--- src/rtl/core/tsf_pkg.sv ---
// ----------------------------------------------------------------------------
// Touch sample filter package
// Field widths, register indexes, reset values and the orientation codes.
// ----------------------------------------------------------------------------
package tsf_pkg;

	localparam int unsigned ADC_W    = 12;
	localparam int unsigned PRESS_W  = 13;
	localparam int unsigned TIME_W   = 32;
	localparam int unsigned IVAL_W   = 8;
	localparam int unsigned CFG_IDX_W  = 2;
	localparam int unsigned CFG_DATA_W = 13;

	localparam logic [ADC_W-1:0] FULL_SCALE = 12'd4095;

	// Configuration register indexes
	localparam logic [CFG_IDX_W-1:0] REG_ORIENTATION  = 2'd0;
	localparam logic [CFG_IDX_W-1:0] REG_PRESS_THRESH = 2'd1;
	localparam logic [CFG_IDX_W-1:0] REG_MIN_INTERVAL = 2'd2;

	// Panel rotation codes
	typedef enum logic [1:0] {
		ORIENT_SWAP_INV_X = 2'd0,
		ORIENT_IDENTITY   = 2'd1,
		ORIENT_SWAP_INV_Y = 2'd2,
		ORIENT_INV_BOTH   = 2'd3
	} orient_t;

	// Reset values
	localparam orient_t            RST_ORIENTATION  = ORIENT_IDENTITY;
	localparam logic [PRESS_W-1:0] RST_PRESS_THRESH = 13'd400;
	localparam logic [IVAL_W-1:0]  RST_MIN_INTERVAL = 8'd3;
	localparam logic [TIME_W-1:0]  RST_LAST_GOOD    = 32'h8000_0000;

	// Three readings of one axis
	typedef struct packed {
		logic [ADC_W-1:0] first;
		logic [ADC_W-1:0] second;
		logic [ADC_W-1:0] third;
	} axis_set_t;

endpackage

--- src/rtl/core/tsf_pair_lane.sv ---
// ----------------------------------------------------------------------------
// Touch sample filter axis lane
// Finds the closest pair among three readings and returns its mean.
// ----------------------------------------------------------------------------
module tsf_pair_lane
	import tsf_pkg::*;
(
	input  axis_set_t        readings,
	output logic [ADC_W-1:0] mean
);

	logic [ADC_W-1:0]   d_ab;
	logic [ADC_W-1:0]   d_ac;
	logic [ADC_W-1:0]   d_bc;
	logic [ADC_W-1:0]   op_l;
	logic [ADC_W-1:0]   op_r;
	logic [ADC_W:0]     pair_sum;

	// Form the three distances
	always_comb begin
		d_ab = (readings.first > readings.second) ? readings.first - readings.second
		                                          : readings.second - readings.first;
		d_ac = (readings.first > readings.third)  ? readings.first - readings.third
		                                          : readings.third - readings.first;
		d_bc = (readings.second > readings.third) ? readings.second - readings.third
		                                          : readings.third - readings.second;
	end

	// Pick the closest pair, ties going to first/second, then first/third
	always_comb begin
		if (d_ab <= d_ac && d_ab <= d_bc) begin
			op_l = readings.first;
			op_r = readings.second;
		end else if (d_ac <= d_bc) begin
			op_l = readings.first;
			op_r = readings.third;
		end else begin
			op_l = readings.second;
			op_r = readings.third;
		end
	end

	// Average with truncation
	assign pair_sum = {1'b0, op_l} + {1'b0, op_r};
	assign mean     = pair_sum[ADC_W:1];

endmodule

--- src/rtl/core/tsf_rotate.sv ---
// ----------------------------------------------------------------------------
// Touch sample filter lane merge
// Combines the X and Y lane means into panel coordinates by orientation.
// ----------------------------------------------------------------------------
module tsf_rotate
	import tsf_pkg::*;
(
	input  orient_t          orient,
	input  logic [ADC_W-1:0] mean_x,
	input  logic [ADC_W-1:0] mean_y,
	output logic [ADC_W-1:0] rot_x,
	output logic [ADC_W-1:0] rot_y
);

	// Swap and mirror the axes
	always_comb begin
		unique case (orient)
			ORIENT_SWAP_INV_X: begin
				rot_x = FULL_SCALE - mean_y;
				rot_y = mean_x;
			end
			ORIENT_IDENTITY: begin
				rot_x = mean_x;
				rot_y = mean_y;
			end
			ORIENT_SWAP_INV_Y: begin
				rot_x = mean_y;
				rot_y = FULL_SCALE - mean_x;
			end
			default: begin
				rot_x = FULL_SCALE - mean_x;
				rot_y = FULL_SCALE - mean_y;
			end
		endcase
	end

endmodule

--- src/rtl/core/touch_sample_filter.sv ---
// ----------------------------------------------------------------------------
// Touch sample filter
// Rate-limited resistive touch filter: best two of three per axis, rotation.
// ----------------------------------------------------------------------------
// Usage:
//   Input channel (in_valid/in_ready) carries one sample event: a timestamp,
//   two pressure readings and three readings per axis. Each accepted
//   transaction yields exactly one output transaction (out_valid/out_ready)
//   with the sampled flag, touched flag, held position and held pressure.
//   out_valid rises in the cycle after input acceptance. Throughput is one
//   transaction per cycle unless the receiver stalls: the held state is
//   updated in the cycle of acceptance, so the next sample can follow directly.
//   The X and Y lanes find their closest pairs side by side; the merge
//   stage rotates the pair into panel coordinates.
//   A single output register separates the channels; in_ready stays high
//   while that register is empty or being drained, and drops when the
//   receiver stalls with a result pending.
//   Reset clears the output valid flag and loads orientation 1, threshold 400,
//   interval 3 ms, last good time 0x80000000 and zero held values.
//   Configuration writes through cfg_we/cfg_index/cfg_wdata take effect at
//   the next edge; unused indexes are ignored.
// ----------------------------------------------------------------------------
module touch_sample_filter
	import tsf_pkg::*;
(
	input  logic                  clk,
	input  logic                  arst_n,

	input  logic                  cfg_we,
	input  logic [CFG_IDX_W-1:0]  cfg_index,
	input  logic [CFG_DATA_W-1:0] cfg_wdata,

	input  logic                  in_valid,
	output logic                  in_ready,
	input  logic [TIME_W-1:0]     now_ms,
	input  logic [ADC_W-1:0]      press_a,
	input  logic [ADC_W-1:0]      press_b,
	input  logic [ADC_W-1:0]      x_first,
	input  logic [ADC_W-1:0]      x_second,
	input  logic [ADC_W-1:0]      x_third,
	input  logic [ADC_W-1:0]      y_first,
	input  logic [ADC_W-1:0]      y_second,
	input  logic [ADC_W-1:0]      y_third,

	output logic                  out_valid,
	input  logic                  out_ready,
	output logic                  sampled,
	output logic                  touched,
	output logic [ADC_W-1:0]      pos_x,
	output logic [ADC_W-1:0]      pos_y,
	output logic [PRESS_W-1:0]    pressure
);

	orient_t              orient_q;
	logic [PRESS_W-1:0]   thresh_q;
	logic [IVAL_W-1:0]    min_ival_q;

	logic [TIME_W-1:0]    last_good_q;
	logic [PRESS_W-1:0]   held_press_q;
	logic [ADC_W-1:0]     held_x_q;
	logic [ADC_W-1:0]     held_y_q;

	logic                 out_valid_q;
	logic                 sampled_q;
	logic                 touched_q;
	logic [ADC_W-1:0]     pos_x_q;
	logic [ADC_W-1:0]     pos_y_q;
	logic [PRESS_W-1:0]   pressure_q;

	logic                 in_fire;
	logic [TIME_W-1:0]    elapsed;
	logic                 pass;
	logic [PRESS_W-1:0]   z_val;
	logic                 light;
	axis_set_t            set_x;
	axis_set_t            set_y;
	logic [ADC_W-1:0]     mean_x;
	logic [ADC_W-1:0]     mean_y;
	logic [ADC_W-1:0]     rot_x;
	logic [ADC_W-1:0]     rot_y;
	logic [PRESS_W-1:0]   nxt_press;
	logic [ADC_W-1:0]     nxt_x;
	logic [ADC_W-1:0]     nxt_y;
	logic [TIME_W-1:0]    nxt_last;

	// Configuration registers
	always_ff @(posedge clk or negedge arst_n) begin
		if (!arst_n) begin
			orient_q   <= RST_ORIENTATION;
			thresh_q   <= RST_PRESS_THRESH;
			min_ival_q <= RST_MIN_INTERVAL;
		end else if (cfg_we) begin
			unique case (cfg_index)
				REG_ORIENTATION:  orient_q   <= orient_t'(cfg_wdata[1:0]);
				REG_PRESS_THRESH: thresh_q   <= cfg_wdata[PRESS_W-1:0];
				REG_MIN_INTERVAL: min_ival_q <= cfg_wdata[IVAL_W-1:0];
				default: ;
			endcase
		end
	end

	// Accept while the output register is free or draining
	assign in_ready = !out_valid_q || out_ready;
	assign in_fire  = in_valid && in_ready;

	// Rate limit and pressure
	assign elapsed = now_ms - last_good_q;
	assign pass    = elapsed >= {{(TIME_W-IVAL_W){1'b0}}, min_ival_q};
	assign z_val   = {1'b0, press_a} + {1'b0, FULL_SCALE} - {1'b0, press_b};
	assign light   = z_val < thresh_q;

	// Axis lanes
	assign set_x = '{first: x_first, second: x_second, third: x_third};
	assign set_y = '{first: y_first, second: y_second, third: y_third};

	tsf_pair_lane u_lane_x (
		.readings (set_x),
		.mean     (mean_x)
	);

	tsf_pair_lane u_lane_y (
		.readings (set_y),
		.mean     (mean_y)
	);

	// Merge lanes into panel coordinates
	tsf_rotate u_rotate (
		.orient (orient_q),
		.mean_x (mean_x),
		.mean_y (mean_y),
		.rot_x  (rot_x),
		.rot_y  (rot_y)
	);

	// Next held state
	always_comb begin
		nxt_press = held_press_q;
		nxt_x     = held_x_q;
		nxt_y     = held_y_q;
		nxt_last  = last_good_q;
		if (pass) begin
			if (light) begin
				nxt_press = '0;
			end else begin
				nxt_press = z_val;
				nxt_x     = rot_x;
				nxt_y     = rot_y;
				nxt_last  = now_ms;
			end
		end
	end

	// Held state, advanced on each accepted transaction
	always_ff @(posedge clk or negedge arst_n) begin
		if (!arst_n) begin
			last_good_q  <= RST_LAST_GOOD;
			held_press_q <= '0;
			held_x_q     <= '0;
			held_y_q     <= '0;
		end else if (in_fire) begin
			last_good_q  <= nxt_last;
			held_press_q <= nxt_press;
			held_x_q     <= nxt_x;
			held_y_q     <= nxt_y;
		end
	end

	// Output valid flag
	always_ff @(posedge clk or negedge arst_n) begin
		if (!arst_n) begin
			out_valid_q <= 1'b0;
		end else if (in_fire) begin
			out_valid_q <= 1'b1;
		end else if (out_ready) begin
			out_valid_q <= 1'b0;
		end
	end

	// Output payload, loaded on acceptance
	always_ff @(posedge clk) begin
		if (in_fire) begin
			sampled_q  <= pass;
			touched_q  <= nxt_press >= thresh_q;
			pos_x_q    <= nxt_x;
			pos_y_q    <= nxt_y;
			pressure_q <= nxt_press;
		end
	end

	assign out_valid = out_valid_q;
	assign sampled   = sampled_q;
	assign touched   = touched_q;
	assign pos_x     = pos_x_q;
	assign pos_y     = pos_y_q;
	assign pressure  = pressure_q;

endmodule

--- config.mk ---
export PLATFORM = sky130hd
export DESIGN_NAME = touch_sample_filter
export DESIGN_NICKNAME = d
export VERILOG_FILES = /design/src/rtl/core/tsf_pkg.sv /design/src/rtl/core/tsf_pair_lane.sv /design/src/rtl/core/tsf_rotate.sv /design/src/rtl/core/touch_sample_filter.sv
export SDC_FILE = /design/constraint.sdc
export NUM_CORES = 1
export LEC_CHECK = 0
export BUFFER_PORTS_ARGS = -buffer_cell sky130_fd_sc_hd__buf_4
export CAP_MARGIN = 5
export CORE_UTILIZATION = 64
export CTS_CLUSTER_SIZE = 28
export DETAILED_ROUTE_END_ITERATION = 8
export PLACE_DENSITY = 0.86
export SLEW_MARGIN = 20
export SYNTH_ARGS = -nofsm -noshare
export SYNTH_HDL_FRONTEND = slang
export SYNTH_SLANG_ARGS = --single-unit
--- constraint.sdc ---
create_clock -name clk -period 13.9 [get_ports clk]
set_clock_uncertainty 0.2 [all_clocks]
set_input_delay 2.085 -clock clk [delete_from_list [all_inputs] [get_ports clk]]
set_output_delay 2.085 -clock clk [all_outputs]
set_load 0.02 [all_outputs]
Word level (Yosys, flattened, before mapping)
Index checks and enable logic that the tools add are counted.

cells by class
  bitwise operators = 1
  equal/unequal tests = 4
  add/sub/neg operators = 19
  reduce and logical (&&, ||, !) cells = 12
  $lt $le $gt $ge = 15
  muxes and demuxes = 22

operators by type and width
  operator                number
  $mux 12                 16
  $sub 12x12->12          12
  $gt 12x12->1            6
  $le 12x12->1            6
  $pmux 12 s3             2
  $ge 32x8->1             1
  $sub 32x32->32          1
  $add 12x12->13          2
  $mux 13                 2
  $sub 12x12->12 const A  2
  $add 12x12->13 const B  1
  $ge 13x13->1            1
  $lt 13x13->1            1
  $sub 13x12->13          1
  $reduce_and 2->1        3
  $eq 2x1->1 const B      2
  $eq 2x2->1 const B      2
  $logic_not 2->1         2
  $logic_and 1x1->1       3
  $reduce_and 3->1        1
  $mux 1                  2
  $reduce_bool 2->1       1
  $logic_not 1->1         1
  $logic_or 1x1->1        1
  $not 1->1               1

word-level totals
  bits in registers = 132
  input bits = 148
  output and inout port bits = 41

Longest topological paths before layout
Gate-level depths: netlist of the first run.

  depth in word-level cells = 10
  gate-level depth with buffers = 40
  gate-level depth less buffers = 38

Cells and area by module
From an unflattened synthesis of the first run, not the netlist that was laid out.

second synthesis, totals
  cell total of the unflattened synthesis = 2114
  area total of the unflattened synthesis = 18481.5 sq um

by module, submodules not included
  module                     cells an instance  seq. area each (sq um)  area each (sq um)  instances
  touch_sample_filter        820                3507.1                  8793.4             1
  tsf_pair_lane at u_lane_x  627                0.0                     4668.2             1
  tsf_pair_lane at u_lane_y  601                0.0                     4484.3             1
  tsf_rotate                 66                 0.0                     535.5              1

Least setup slack after synthesis of the first run
No wires, ideal clock.

  path type = input-to-reg
  from = input port y_second[0]
  to = register pos_y_q[9] (netlist: pos_y[9]), data pin
  required time = 13.438 ns
  arrival time = 9.338 ns
  stages = 37
  slack = 4.100 ns
  library setup time = 0.262 ns
  cells stage by stage = inv_1 -> ha_1 -> inv_1 -> fa_1 -> a21o_1 -> a21o_1 -> a21oi_1 -> o21ai_0 -> a31oi_2 -> mux2_2 -> o21ai_0 -> a31oi_1 -> o211ai_1 -> nand2_1 -> a221oi_1 -> xor2_1 -> ha_1 -> nand4_1 -> a21oi_1 -> o41a_1 -> nor2_1 -> a211o_1 -> clkbuf_1 -> o21ai_0 -> fa_1 -> a21o_1 -> a21oi_1 -> o21bai_1 -> a21oi_1 -> o21bai_1 -> a21oi_1 -> nor2_1 -> a211oi_1 -> xor2_1 -> mux2i_1 -> xor2_1 -> mux2_1

on the way
  word-level cells in the longest chain between the ends = 10

ends and longest elaborated chain
  what                                                 RTL line                                  RTL
  start: declaration                                   touch_sample_filter.sv:42                 input logic [ADC_W-1:0] y_second,
  $sub 12x12->12, or another cell as far along         tsf_pair_lane.sv:26                       : readings.third - readings.second;
  $mux 12 (on tied branches)                           tsf_pair_lane.sv:25, tsf_pair_lane.sv:21
  $le 12x12->1 (on tied branches)                      tsf_pair_lane.sv:34, tsf_pair_lane.sv:31
  $mux 12 / $logic_and 1x1->1 (equally long branches)  tsf_pair_lane.sv:34, tsf_pair_lane.sv:31
  $mux 12                                              tsf_pair_lane.sv:31                       if (d_ab <= d_ac && d_ab <= d_bc) begin
  $add 12x12->13 (*)                                   tsf_pair_lane.sv:44                       assign pair_sum = {1'b0, op_l} + {1'b0, op_r};
  $sub 12x12->12                                       tsf_rotate.sv:32                          rot_y = FULL_SCALE - mean_y;
  $pmux 12 s3 (*)                                      tsf_rotate.sv:17                          unique case (orient)
  $mux 12 (*)                                          touch_sample_filter.sv:142                if (light) begin
  $mux 12 (*)                                          touch_sample_filter.sv:141                if (pass) begin
  named net nxt_y[9]                                   touch_sample_filter.sv:83                 logic [ADC_W-1:0] nxt_y;
  end signal: assignment                               touch_sample_filter.sv:185                pos_y_q <= nxt_y;
  end: declaration                                     touch_sample_filter.sv:67                 logic [ADC_W-1:0] pos_y_q;

The timed path passes the listed nets; every way through them passes the cells marked *.
A chain may end at the register's enable or synchronous reset.

Final worst setup path of the first run
Same ends and word-level chain as after synthesis.

==> run metrics, run 1 <==
combinational power share=74.1%; cell mode on critical path=a21oi_1; placed insts=roughly 2.6k; post-CTS setup buffer count=0; Slew headroom=25.1%; Yosys top cell area share=a little over a fifth; CTS tree=yes; RePlAce Congestion=around 1.0; Routed WL=50,100 um; Clk network pwr share=between 10 and 15%; CTS max path bufs=2; Layout area overhead=11.9%; dpl ws=2.55 ns; vias in the first global route=15.8k; GR Overflow Total=0; largest net degree at the start of global routing=79; Critical Path RT=13.87 ns; via count=16.2k; Synth async-reset ratio=70.5%; DIE WIDTH=between 150 and 200 um; initial antenna violation count=0; Crit path largest cell delay=roughly 0.63 ns; Critical R2R Launch=last_good_q[0]$_DFFE_PN0P_; die height=170 um; Row Count=61; status=completed; synthesized flop and latch total=132; H-tree Lvls=4; Total GRT Usage=around a third; PD cells=214 nW/um^2; min-delay src=held_x_q[9]$_DFFE_PN0P_; Post-synth top cells=ha_1, inv_1, a21oi_1; fmax=90.1 MHz; Ant. Diodes=0; maxcap violations=0; Critical Path Start=y_second[0]; IO Count=189; root buf cell=clkbuf_16; Primary FF master, synth=dfrtp_1; Peak VDD IR=0.127 mV; antenna-violating nets left=0; Residual DRC=0; CP endpoint kind=flip-flop; final setup vio count=0; core region area=27,900 sq um; register share of total power=15.8%; P_leak=between 10 and 15 nW; Final min period=about 11 ns; most common cell in the netlist=ha_1; P_int=2.23 mW; post-CTS sizing=0; share of cells above drive strength 1=17.7%; register area share after synthesis=19.3%; vias per cell=6.18; initial DRC count=1,194; Skew-Pair Late Insertion Delay=roughly 0.43 ns; Total Power=~4.4 mW; Fin Setup TNS=0 ns; CTS hold repair buffers=0; detailed placement HPWL=around 40,000 um; Synth Instances=2,079; Finished Layout Cells=2,616; switching power=~2.1 mW; Syn Nets=2,549; mapped cell area=18,100 sq um; clk slew on worst S/H paths=0.06 ns; average footprint of a synthesized cell=~8.7 sq um; Switching Share=48.8%; Wirelength per Cell=19.1 um; first-pass GRT wire length=79,400 um; area leader, netlist=ha_1; RSZ-0062 raised after global routing=no; Tightest Pin Transition=roughly 1.1 ns; slack of the critical path=2.80 ns; Final Hold Fails=0; PortBufs=188; max-slew violation count=0; CP Max Fanout=23; initial core utilization=~65%; NumNets Final=roughly 2.7k; total CTS buffers=17; Arrival @ worst endpoint=11.08 ns; synth warn=0; WS Path Type=in -> reg; largest cells by area after synthesis=ha_1, dfrtp_1, edfxtp_1, mux2_2, inv_1; number of synthesized flops with an enable pin=39; router iterations before antenna repair=6; period utilization=79.9%; worst hold path class=reg -> reg; Crit-path slowest cell=a211o_1; die area=29,000 sq um; total clock sinks=132; Yosys cell types=79; crit path launch type=input pin
-- through the flow --
step	cell area [sq um]	hold WS, ns	utilization (%)
after floorplan	18100	0.255	-
after global placement	19700	0.266	70.8
after detailed placement	19700	0.276	70.8
after CTS	20300	0.290	72.9
after global routing	20300	0.307	72.9
final	20300	0.290	72.9
-- metal layers --
metal	wire length, um	track usage [%]	up-vias	share of wire, %
met1	21800	43.6	7645	44
met3	2880	3.88	143	5.8
met4	1830	13.8	0	3.7
met5	0	0	-	0
li1	-	-	7739	-
met2	23600	59.3	640	47
-- power groups by stage --
stage               Sequential, mW  Clock (mW)  Combinational, mW
CTS                          0.689       0.442               3.18
detailed placement           0.690           0               3.14
global placement             0.680           0               3.05
floorplan                    0.713           0               2.33
finish                       0.690       0.439               3.23
global route                 0.706       0.458               3.51
-- flip-flops by register name, summed over array words and instances (netlist names) --
signal / count
last_good_q: 32
held_press_q: 13
pressure: 13
thresh_q: 13
held_x_q: 12
held_y_q: 12
pos_x: 12
pos_y: 12
min_ival_q: 8
orient_q: 2
out_valid: 1
sampled: 1
touched: 1
-- cell type report --
| class | instances | area (sq um) |
|---|---|---|
| repair buffers | 196 | 1480 |
| inverters | 217 | 815 |
| clock buffers | 17 | 425 |
| fillers | 2092 | 7540 |
| clock inverters | 15 | 146 |
| multi-input cells | 1661 | 13500 |
| well taps | 378 | 473 |
| flip-flops and latches | 132 | 3510 |
-- layout by cell type (no fill, tap or decap), types with 17 or more instances in the layout --
master       n
a21o_1      81
a21oi_1    152
a31oi_1     18
buf_4      195
clkbuf_16   17
dfrtp_1     85
edfxtp_1    39
ha_1       306
inv_1      217
mux2_2      87
mux2_4      50
mux2i_1     64
nand2_1    149
nand2b_1    22
nand3_1     32
nand4_1     45
nor2_1      87
nor2b_1     31
nor3_1      32
o211ai_1    17
o21a_1      19
o21ai_0    127
o21bai_1    33
xnor2_1     90
xor2_1      40
-- critical path, delay by kind of cell --
family	cells	cell delay (ns)
AOI/OAI and AO/OA	20	5.11
buffers and inverters	4	0.53
xor gates and xnor gates	3	0.67
muxes	3	0.84
and+or+nand+nor	4	0.45
adders and majority gates	4	1.36
-- path summary, 6_finish.rpt --
| path | end | slack, ns | cells after the start |
|---|---|---|---|
| setup / recovery | pos_y[9]$_DFFE_PP_ | 2.80 | 38 |
| hold / removal | held_x_q[9]$_DFFE_PN0P_ | 0.29 | 2 |
| setup reg to reg | touched$_DFFE_PP_ | 7.22 | 30 |
| hold reg to reg | held_x_q[9]$_DFFE_PN0P_ | 0.29 | 2 |
| max in group asynchronous | orient_q[1]$_DFFE_PN0P_ | 11.19 | 2 |
| min in group asynchronous | out_valid$_DFFE_PN0P_ | 1.31 | 1 |
-- cell families after synthesis --
logic type / count (synthesis) / share of synthesized area, %
compound gates: 561 / 19.9
xor+xnor: 130 / 6.27
fa+ha+maj: 322 / 22.9
buf+inv: 286 / 6.55
flops: 132 / 19.3
mux: 204 / 13.3
simple gates: 444 / 11.8
Note: power is estimated with default switching activity, not from simulation.
==> run 2, diff against run 1 <==
--- a/config.mk
+++ b/config.mk
@@ -5,12 +5,13 @@
 export SDC_FILE = /design/constraint.sdc
 export NUM_CORES = 1
 export LEC_CHECK = 0
+export ABC_AREA = 1
 export BUFFER_PORTS_ARGS = -buffer_cell sky130_fd_sc_hd__buf_4
 export CAP_MARGIN = 5
-export CORE_UTILIZATION = 64
+export CORE_UTILIZATION = 56
 export CTS_CLUSTER_SIZE = 28
 export DETAILED_ROUTE_END_ITERATION = 8
-export PLACE_DENSITY = 0.86
+export PLACE_DENSITY = 0.79
 export SLEW_MARGIN = 20
 export SYNTH_ARGS = -nofsm -noshare
 export SYNTH_HDL_FRONTEND = slang
==> constraint.sdc (replaced) <==
create_clock -name clk -period 9.21 [get_ports clk]
set_clock_uncertainty 0.2 [all_clocks]
set_input_delay 1.3815 -clock clk [delete_from_list [all_inputs] [get_ports clk]]
set_output_delay 1.3815 -clock clk [all_outputs]
set_load 0.02 [all_outputs]
==> run 2 against run 1 <==
  * Clock power is 57% higher
  * Synthesized area rose by 6.5%
  * Critical path depth is 3 higher
  * Core utilization fell by 8.6 points
  * Design area rose by 6.7%
  * Sequential power up 36%
  * Largest cell class unchanged
  * First-iteration DRC count rose by 62%
  * Sequential share of layout area is 1.1 points lower
  * Total power grew 45%
==> run metrics, run 2 <==
CTS max path bufs=2 (unchanged); Crit path largest cell delay=0.61 ns (-0.02 ns); total CTS buffers=17 (unchanged); antenna-violating nets left=0 (unchanged); most common cell after layout, fill and taps aside=nand2_1; Final min period=about 8.5 ns; max-slew violation count=0 (unchanged); clk slew on worst S/H paths=0.06 ns (about the same); initial DRC count=1,939 (+62%); Top reg by flops=last_good_q; placed insts=3,555 (+38%); vias per cell=5.73 (-7.2%); Tightest Pin Transition=1.05 ns (-0.0618 ns); Crit-path slowest cell=o21ai_0; period utilization=92.6%; Synth async-reset ratio=70.5% (unchanged); maxcap violations=0 (unchanged); cell mode on critical path=nand2_1; Skew-Pair Late Insertion Delay=0.43 ns (about the same); Syn Nets=3,434 (+35%); Critical Path RT=9.31 ns (-4.56 ns); PD cells=291 nW/um^2 (+36%); root buf cell=clkbuf_16; Routed WL=63,100 um (+26%); post-CTS sizing=0 (unchanged); detailed placement HPWL=52,100 um (+29%); largest cells by area after synthesis=ha_1, nand2_1, dfrtp_1, inv_1, edfxtp_1; DIE WIDTH=188 um (+10%); GR Overflow Total=0 (unchanged); Filler Cell Count=2,998 (+43%); initial antenna violation count=0 (unchanged); Yosys cell types=60 (-24%); crit path launch type=input pin; Synth Instances=2,964 (+43%); Slew headroom=29.6% (+4.5 points); IO Count=189 (unchanged); CTS hold repair buffers=0 (unchanged); WS Path Type=in -> reg; status=completed; register area share after synthesis=18.2% (-1.2 points); Residual DRC=0 (unchanged); Ant. Diodes=0 (unchanged); Peak VDD IR=0.146 mV (+15%); die area=35,200 sq um (+21%); router iterations before antenna repair=6 (unchanged); Finished Cell Area=21,700 sq um (+6.7%); average footprint of a synthesized cell=6.52 sq um (-25%); mapped cell area=19,300 sq um (+6.5%); largest net degree at the start of global routing=74 (-6.3%); Wirelength per Cell=17.6 um (-8.1%); synth warn=0 (unchanged); Finished Layout Cells=3,587 (+37%); most common cell in the netlist=nand2_1; synthesized flop and latch total=132 (unchanged); Yosys top cell area share=19.8% (-1.3 points); via count=20.6k (+27%); Total GRT Usage=35.5% (+1.1 points); first-pass GRT wire length=100,000 um (+26%); commonest cells after routing, fill and taps aside=nand2_1, inv_1, ha_1; Placed Area=21,100 sq um (+6.8%); share of cells above drive strength 1=9.17% (-8.5 points); Arrival @ worst endpoint=8.63 ns (-2.45 ns); vias in the first global route=19.8k (+25%); Primary FF master, synth=dfrtp_1; Row Count=67 (+9.8%); max reg flops=32 (unchanged); worst hold path class=reg -> reg; Post-synth top cells=nand2_1, inv_1, ha_1; CP Max Fanout=16 (-30%); post-CTS setup buffer count=0 (unchanged); CP endpoint kind=flip-flop; area leader, netlist=ha_1; RePlAce Congestion=1.15 (+16%); PortBufs=188 (unchanged); Fin Setup TNS=0 ns (unchanged); CTS tree=yes; final setup vio count=0 (unchanged); number of synthesized flops with an enable pin=39 (unchanged); RSZ-0062 raised after global routing=no; Layout area overhead=12.2%; H-tree Lvls=4 (unchanged); CP Buf/Inv Count=4 (unchanged); fmax=117 MHz; core region area=33,700 sq um (+21%); P_leak=12.1 nW (+19%); Top Family by Delay on Critical Path=compound AO/OA/AOI/OAI gates; die height=188 um (+10%); NumNets Final=3,596 (+33%); hold_ws=0.278 ns (-0.0128 ns); total clock sinks=132 (unchanged); Final Hold Fails=0 (unchanged); initial core utilization=57.3% (-7.8 points)
## run 2: changes by cell type in the layout (fill, tap and decap cells not counted), sizes merged, moves of 30 or more
cell	before	now
xor2	40	94
nor2	88	165
xnor2	90	16
a21oi	153	215
o21ai	139	217
a21o	82	18
nand3	32	173
nor2b	31	1
mux2	140	4
inv	223	462
nand2	149	908
mux2i	64	10
## run 2: worst register-to-register path, delay by kind of cell (launching register included)
family | cells | cell delay [ns]
fa+ha+maj | 4 | 1.14
buf+inv | 2 | 0.42
simple gates | 14 | 1.73
xor+xnor | 1 | 0.21
flops | 1 | 0.36
compound gates | 7 | 0.95
## run 2: power by group
group	internal (mW)	switching [mW]
Combinational	1.58	3.09
Sequential	0.839	0.100
Clock	0.406	0.282
## run 2: kinds of logic (layout without fill, tap and decap cells)
group           count (synthesis)  in the layout  synth area share [%]
mux                            14             14                 0.751
flops                         132            132                  18.2
xor+xnor                      110            110                  4.99
fa+ha+maj                     322            322                  21.5
simple gates                 1342           1342                  28.6
compound gates                530            530                  15.6
buf+inv                       514            689                  10.4
## run 2: area by class of cell
cell class              instances  area (sq um)  share of cell area, %
clock buffers                  20           478                   2.21
clock inverters                12           116                  0.537
inverters                     460          1730                   7.97
multi-input cells            2318         13800                   63.7
flip-flops and latches        132          3510                   16.2
well taps                     448           561                   2.59
repair buffers                197          1480                   6.83
## run 2: per-layer routing
layer / routed length (um) / share of wire, % / global-route usage [%] / vias up
met3: 5190 / 8.2 / 5.09 / 160
met2: 28800 / 46 / 60.4 / 1005
li1: - / - / - / 9987
met5: 0 / 0 / 0 / -
met4: 2120 / 3.4 / 12.7 / 0
met1: 27000 / 43 / 45.6 / 9416
## run 2: worst paths after layout
check	from	endpoint	slack [ns]	cells past startpoint
min	last_good_q[31]$_DFFE_PN1P_	last_good_q[31]$_DFFE_PN1P_	0.28	2
max	y_second[3]	pos_x[11]$_DFFE_PP_	0.68	41
max in group asynchronous	arst_n	held_press_q[5]$_DFFE_PN0P_	6.95	2
min reg2reg	last_good_q[31]$_DFFE_PN1P_	last_good_q[31]$_DFFE_PN1P_	0.28	2
min in group asynchronous	arst_n	last_good_q[17]$_DFFE_PN0P_	0.62	1
max reg2reg	last_good_q[0]$_DFFE_PN0P_	touched$_DFFE_PP_	3.91	28
## run 2: through the flow
stage	setup slack, ns	power (mW)	util [%]
4_1_cts	0.907	6.18	64.3
6_report	0.680	6.30	64.3
5_1_grt	0.105	6.87	64.3
3_5_place_dp	0.568	5.45	62.5
3_3_place_gp	0.566	5.33	62.5
2_1_floorplan	2.12	4.20	-
==> run 3, diff against run 2 <==
--- a/config.mk
+++ b/config.mk
@@ -5,7 +5,6 @@
 export SDC_FILE = /design/constraint.sdc
 export NUM_CORES = 1
 export LEC_CHECK = 0
-export ABC_AREA = 1
 export BUFFER_PORTS_ARGS = -buffer_cell sky130_fd_sc_hd__buf_4
 export CAP_MARGIN = 5
 export CORE_UTILIZATION = 56
==> run 3 against run 2 <==
  * Sequential share of layout area is 0.46 points higher
  * Via count is 21% lower
  * Sequential power up 11%
  * Die area fell by 6.0%
  * Count of clock-buffer cells in the layout down 3
  * Design area fell by 2.7%
  * Combinational power increased by 11%
  * Sequential cell count did not move
==> run metrics, run 3 (synthesized netlist as in run 1, its figures left out) <==
Finished Cell Area=21,100 sq um (-2.7%); Crit path largest cell delay=0.38 ns (-0.23 ns); Wirelength per Cell=19.1 um (+8.5%); WS Path Type=in -> reg; worst hold path class=reg -> reg; most common cell after layout, fill and taps aside=ha_1; total clock sinks=132 (unchanged); slack of the critical path=0.412 ns (-0.268 ns); Critical Path RT=9.18 ns (-0.13 ns); H-tree Lvls=4 (unchanged); root buf cell=clkbuf_16; largest net degree at the start of global routing=62 (-16%); total CTS buffers=17 (unchanged); router iterations before antenna repair=6 (unchanged); clk slew on worst S/H paths=0.06 ns (about the same); vias in the first global route=15.8k (-20%); Top reg by flops=last_good_q; Tightest Pin Transition=0.926 ns (-0.129 ns); Ant. Diodes=0 (unchanged); PD cells=327 nW/um^2 (+13%); antenna-violating nets left=0 (unchanged); max reg flops=32 (unchanged); fmax=114 MHz (-3.0%); dpl ws=-0.165 ns (-0.733 ns); Crit-path slowest cell=fa_1; met2 WL=24,900 um (-14%); via count=16.2k (-21%); Total GRT Usage=31.1% (-4.4 points); Finished Layout Cells=2,723 (-24%); uppermost routed layer=met4; max-slew violation count=0 (unchanged); CP endpoint kind=flip-flop; PortBufs=188 (unchanged); detailed placement HPWL=42,800 um (-18%); initial DRC count=1,326 (-32%); Clk network pwr share=10.0% (-0.9 points); commonest cells after routing, fill and taps aside=ha_1, buf_4, inv_1; final design utilization=66.4% (+2.1 points); RePlAce Congestion=0.974 (-16%); final setup vio count=0 (unchanged); maxcap violations=0 (unchanged); Placed Area=20,400 sq um (-3.3%); Total Power=6.89 mW (+9.5%); switching power=3.24 mW (-6.6%); Row Count=65 (-3.0%); combinational power share=75.0% (+0.8 points); initial core utilization=57.2% (-0.11 points); Top Family by Delay on Critical Path=compound AO/OA/AOI/OAI gates; period utilization=95.5% (+2.9 points); Switching Share=47.1% (-8.1 points); Layout area overhead=16.1%; Peak VDD IR=0.217 mV (+48%); P_leak=10.6 nW (-12%); P_int=3.65 mW (+29%); register share of total power=15.0% (about the same); core region area=31,700 sq um (-5.9%); CP Max Fanout=3 (-13); share of cells above drive strength 1=21.1% (+12 points); Arrival @ worst endpoint=8.76 ns (+0.13 ns); hold_ws=0.289 ns (+0.0114 ns); Skew-Pair Late Insertion Delay=0.42 ns (about the same); GR Overflow Total=0 (unchanged); Final min period=8.80 ns (+0.268 ns); CP Buf/Inv Count=4 (unchanged); Residual DRC=0 (unchanged); CTS tree=yes; die area=33,100 sq um (-6.0%); crit path launch type=input pin; Slew headroom=38.3% (+8.7 points); met3 WL=2920 um (-44%); die height=182 um (-3.0%); routed length on met1=23,000 um (-15%); status=completed; Fin Setup TNS=0 ns (unchanged); vias per cell=5.95 (+3.8%); DIE WIDTH=182 um (-3.0%); NumNets Final=2,778 (-23%); CTS max path bufs=2 (unchanged); Routed WL=52,000 um (-18%); Filler Cell Count=2,611 (-13%); IO Count=189 (unchanged); placed insts=2,688 (-24%); initial antenna violation count=0 (unchanged); first-pass GRT wire length=82,500 um (-18%); Final Hold Fails=0 (unchanged)
==> run 3: changes by cell type in the layout (fill, tap and decap cells not counted), sizes merged, moves of 62 or more <==
cell and change:
inv -237, buf +82, mux2 +136, nand2 -759
a21oi -62, xnor2 +74, o21ai -78, nand3 -141
a21o +64, nor2 -77
==> run 3: layer usage <==
metal | vias to the layer above | GRT usage [%]
met3 | 74 | 2.97
met2 | 599 | 54.2
met5 | - | 0
met1 | 7634 | 41.0
li1 | 7904 | -
met4 | 0 | 8.27
==> run 3: what timing repair did <==
action                     4_1_cts  5_1_grt
setup buffers                    0        2
setup endpoints to repair        0       15
hold buffers                     0        0
gates resized for setup          0       18
==> run 3: worst register-to-register path: cells and delay by family (launching register included) <==
family | cells | cell delay (ns)
multiplexers | 1 | 0.47
AND/OR/NAND/NOR | 12 | 2.23
buffers and inverters | 1 | 0.06
adder cells (fa/ha/maj) | 4 | 1.11
XOR/XNOR | 1 | 0.08
flip-flops | 1 | 0.35
AO/OA/AOI/OAI | 11 | 1.99
==> run 3: layout make-up <==
cell class	instances	area [sq um]	area share (%)
tap	402	503	2.39
clock inverter	15	169	0.801
clock buffer	17	425	2.02
timing repair buffer	279	2130	10.1
sequential	132	3510	16.6
inverter	217	815	3.86
multi-input combinational	1661	13500	64.2
==> run 3: power groups by stage <==
stage / Sequential [mW] / Clock, mW / Combinational (mW)
2_1_floorplan: 1.08 / 0 / 3.51
3_3_place_gp: 1.03 / 0 / 4.92
3_5_place_dp: 1.04 / 0 / 5.04
4_1_cts: 1.03 / 0.694 / 5.09
5_1_grt: 1.06 / 0.720 / 5.66
6_report: 1.04 / 0.688 / 5.17
==> run 3: path summary, 6_finish.rpt <==
path	cells past startpoint	end	slack [ns]	start
worst max-delay path	38	pos_y[9]$_DFFE_PP_	0.41	y_second[0]
worst min register to register	2	held_y_q[1]$_DFFE_PN0P_	0.29	held_y_q[1]$_DFFE_PN0P_
worst max register to register	30	touched$_DFFE_PP_	2.47	last_good_q[0]$_DFFE_PN0P_
min in group asynchronous	1	thresh_q[10]$_DFFE_PN0P_	0.75	arst_n
worst min-delay path	2	held_y_q[1]$_DFFE_PN0P_	0.29	held_y_q[1]$_DFFE_PN0P_
max in group asynchronous	2	held_y_q[0]$_DFFE_PN0P_	7.00	arst_n
